File: config.mk
export PLATFORM = sky130hd
export DESIGN_NAME = drt_ram
export DESIGN_NICKNAME = d
export VERILOG_FILES = /design/src/sv/drt_ram.sv
export SDC_FILE = /design/constraint.sdc
export NUM_CORES = 1
export LEC_CHECK = 0
export ABC_AREA = 1
export ABC_CLOCK_PERIOD_IN_PS = 1300
export BUFFER_PORTS_ARGS = -buffer_cell sky130_fd_sc_hd__buf_2
export CAP_MARGIN = 20
export CORE_ASPECT_RATIO = 1.4
export CORE_MARGIN = 4
export CORE_UTILIZATION = 30
export DETAILED_ROUTE_END_ITERATION = 12
export SLEW_MARGIN = 25
export SYNTH_ARGS = -nofsm -noshare
export SYNTH_HDL_FRONTEND = slang
export SYNTH_SLANG_ARGS = --single-unit
File: constraint.sdc
create_clock -name clk -period 1.3 [get_ports clk]
set_clock_uncertainty 0.1 [all_clocks]
set_input_delay 0.065 -clock clk [delete_from_list [all_inputs] [get_ports clk]]
set_output_delay 0.065 -clock clk [all_outputs]
set_load 0.01 [all_outputs]
File: src/sv/drt_ram.sv
// Generic single-write, single-read RAM with a registered read port.
`default_nettype none
module drt_ram #(
	parameter int WIDTH = 8,
	parameter int DEPTH = 16
) (
	input  wire logic                     clk,
	input  wire logic                     we,
	input  wire logic [$clog2(DEPTH)-1:0] waddr,
	input  wire logic [WIDTH-1:0]         wdata,
	input  wire logic [$clog2(DEPTH)-1:0] raddr,
	output logic      [WIDTH-1:0]         rdata
);

	logic [WIDTH-1:0] mem [DEPTH];

	always_ff @(posedge clk) begin
		if (we) begin
			mem[waddr] <= wdata;
		end
		rdata <= mem[raddr];
	end

endmodule
`default_nettype wire

Yosys cells after proc, flatten, opt, wreduce, memory -nomap -nowiden

Memories as Yosys holds them, arrays and structs flattened. A register that Yosys moved wholly into a read port is not among the register bits.
Index checks and enable logic that the tools add are counted.

Add/sub/neg operators: 0
$mul: 0
Div/mod/pow operators: 0
Order comparisons: 0
Equal/unequal tests: 0
Shifts and indexed selects: 0
Multiplexer cells: 2
Bitwise operators: 0
Reductions and logical operators: 0

Operator list:

| operator         | number |
|---|---|
| 2-to-1 mux 1 bit | 2 |

Flip-flop bits (word level): 0
Bits in latches: 0
Memory bits (writable): 128
ROM bits: 0
Bits of input ports: 18
Output and inout bits: 8
Word-level logic and storage cells: 3
Memories kept: 1

Memory list:

| memory | depth | bits a word | rd ports | clocked after memory_dff | wr ports | RTL line | source |
|---|---|---|---|---|---|---|---|
| mem    | 16    | 8           | 1        | 1                        | 1        | 15       | `logic [WIDTH-1:0] mem [DEPTH];` |

Logic depth before layout (Yosys ltp)

Depth in word-level cells: 2
Mapped depth: 8
Depth with buffers taken out: 7

Least setup slack after synthesis

OpenSTA, ideal clock, no wires.

Path kind: input to register
Start point: input waddr[2]
End point: memory mem[10][0], enable pin
Setup time: 370 ps
Arrival: 646 ps
Path slack: 184 ps
Cell stages on the path: 2
Path through: nand3b_1 nor2_1

RTL lines:

| element            | RTL line | source |
|---|---|---|
| start: declaration | 9        | `input wire logic [$clog2(DEPTH)-1:0] waddr,` |
| end: declaration   | 15       |  |

No word-level cell before the write port.

==> metrics.md <==
| Metric | Value |
|---|---|
| CP required | 1.50 ns |
| Final WS setup | 0.165 ns |
| Area post-placement | 6290 sq um |
| Fin. max-slew vios | 0 |
| Clock share of power | 46.5% |
| P_leak | 0.00301 uW |
| Overflow after GRT | 0 |
| Unrepaired setup endpoints after global routing | no |
| Sequential cell area | 4000 sq um |
| FFs w/ async S/R, synth | 0% |
| Per-cell routed wire length | 15.4 microns |
| Largest stage delay, worst path | 0.38 ns |
| Mapped Cells | 551 |
| Post-Place Worst Slack | 0.00577 ns |
| Final WL | 13.3 mm |
| Hold_buf cts | 8 |
| Setup bufs post-CTS | 0 |
| First-pass DRT Iterations | 4 |
| Clock Sink Count | 136 |
| Sw Pwr | 2280 uW |
| DRC violation count after routing | 0 |
| Internal power | 8130 uW |
| Share of Yosys cell area claimed by the top area cell type | 66.7% |
| Startpoint types | flip-flop |
| DR vias/cell | 4.43 |
| I/O pins | 26 |
| Most common library cells after synthesis | nand2_1 (173), edfxtp_1 (128), inv_1 (100), nand3_1 (97), nor2_1 (17) |
| Slew Limit Headroom | 73.9% |
| Syn avg cell area | 10.5 sq um |
| Clock insertion delay at the later pin of the skew report | 0.41 ns |
| Diodes inserted | 0 |
| Unique masters post-synth | 12 |
| Final RePlAce weighted congestion | 0.765 |
| Post-layout min period | 1.13 ns |
| Initial core utilization | 30.8% |
| VDD IR max | 0.912 mV |
| Post-Syn Nets | 569 |
| Die H | 172 microns |
| Top cells by area, synth | edfxtp_1 (67%), nand2_1 (11%), nand3_1 (8.4%), inv_1 (6.5%), dfxtp_1 (2.8%) |
| Vias in the first global route | 3,896 |
| Die width | 125 microns |
| TritonCTS clock tree | yes |
| Status | finished, final reports clean |
| Hold slack | 0.0939 ns |
| Clock Pin Slew Worst Setup and Hold Paths | 0.06 ns |
| # Max-Cap Violations | 0 |
| Core area | 18,800 sq um |
| Starting DRT DRC Count | 272 |
| Yosys warns | 0 |
| Layout area overhead | 21.0% |
| CTS Buf Count | 17 |
| Seq pwr share | 47.4% |
| I/O Buffers | 25 |
| Die ar. | 21,500 sq um |
| CP bufs+invs | 1 |
| Setup TNS | 0 ns |
| H-tree Lvls | 4 |
| Hold Crit Class | input port to flip-flop |
| Pin count of the biggest net entering global routing | 39 |
| Cell family with most CP delay | simple AND/OR/NAND/NOR gates |
| CP Class | flip-flop to flip-flop |
| Combinational Power Share | 6.1% |
| CP max FO | 1 |
| PD cells | 1490 nW/um^2 |
| Initial antenna violation count | 0 |
| #FFs+latches synth | 136 |
| Core Util, Final | 37.2% |
| Worst path most repeated cell | nand3_1 |
| Fillers | 1,842 |
| Most common cell in the netlist | nand2_1 |
| Register area share after synthesis | 69.4% |
| Row cnt | 59 |
| Nets | 627 |
| Max Root-Sink Buffers | 2 |
| Critical-path top delay cell | edfxtp_1 |
| Critical Path AT | 1.33 ns |
| Total track usage | 12.9% |
| Cell taking the most area after synthesis | edfxtp_1 |
| HPWL after detailed placement | 8.63 mm |
| Worst Tran Pin Value | 0.391 ns |
| Share of cells above drive strength 1 | 14.1% |
| Root Driver | clkbuf_16 |
| Cts repair resizes | 0 |
| Final setup vio count | 0 |
| Global-route wire length before repair | 21.1 mm |
| Net Sw Frac | 21.9% |
| Vias | 3,837 |
| Synth Flop Type | edfxtp_1 |
| Multi-input logic area | 1210 sq um |
| Fmax | 881 MHz |
| Syn Std Cell Area | 5770 sq um |
| CP Capture Type | flip-flop |
| Cell area after layout | 6980 sq um |
| Final worst-path cycle share | 87.3% |
| ANT nets after route | 0 |
| Post-synth EDFFs | 128 |
| CP Cell Sequence | inv_1 -> nand2_1 -> nand3_1 -> nand3_1 -> nand3_1 -> nand2_1 |
| Hold Fails Final Rpt | 0 |
-- placed cells by master (no fill, tap or decap), types with 4 or more instances in the layout --
| cell type | Yosys | final |
|---|---|---|
| nand3_1 | 97 | 97 |
| edfxtp_1 | 128 | 128 |
| dfxtp_1 | 8 | 8 |
| nor2_1 | 17 | 17 |
| clkbuf_16 | 0 | 17 |
| dlygate4sd3_1 | 0 | 9 |
| clkinv_2 | 0 | 4 |
| nand2_1 | 173 | 173 |
| buf_4 | 4 | 26 |
| inv_1 | 100 | 100 |
| buf_2 | 13 | 25 |
-- registers in the layout, summed over array words and instances, names as in the netlist --
| signal | flops |
|---|---|
| mem | 128 |
| rdata | 8 |
-- area by class of cell --
class,count,area share (%)
inverters,102,5.49
repair buffers,63,6.74
well taps,244,4.38
flip-flops and latches,136,57.4
clock buffers,17,6.10
multi-input cells,289,17.4
clock inverters,15,2.53
-- path summary, 6_finish.rpt --
kind,startpoint,end,slack [ns],cells past startpoint
min,raddr[1],rdata[1]$_DFF_P_,0.09,6
min reg2reg,mem[10][6]$_DFFE_PP_,rdata[6]$_DFF_P_,0.56,6
max,mem[3][7]$_DFFE_PP_,rdata[7]$_DFF_P_,0.17,6
max reg2reg,mem[3][7]$_DFFE_PP_,rdata[7]$_DFF_P_,0.17,6
-- per-layer routing --
layer	part of all wire [%]	vias up	GRT usage [%]
li1	-	1887	-
met5	0	-	0
met4	3.0	0	5.71
met2	52	111	22.7
met1	41	1813	14.8
met3	4.1	26	3.40
-- power groups by stage --
stage	clock, uW	sequential (uW)	combinational [uW]
finish	4850	4930	634
global route	5150	4940	712
CTS	4920	4940	642
detailed placement	0	5030	619
global placement	0	5030	612
floorplan	0	5030	346
-- cells by family (layout without fill, tap and decap cells) --
kind of cell	after synthesis	count (layout)	synth area share, %
AND/OR/NAND/NOR	289	289	21.0
flip-flops	136	136	69.4
buffers and inverters	126	197	9.52
-- stage by stage --
step	power (uW)	cells
final	10400	866
after global routing	10800	866
after CTS	10500	865
after detailed placement	5650	825
after global placement	5640	825
after floorplan	5380	551
-- tightest hold or removal path: cells and delay by family --
kind | cells | cell delay (ns)
and+or+nand+nor | 4 | 0.27
buffers and inverters | 2 | 0.21
Note: power is estimated with default switching activity, not from simulation.
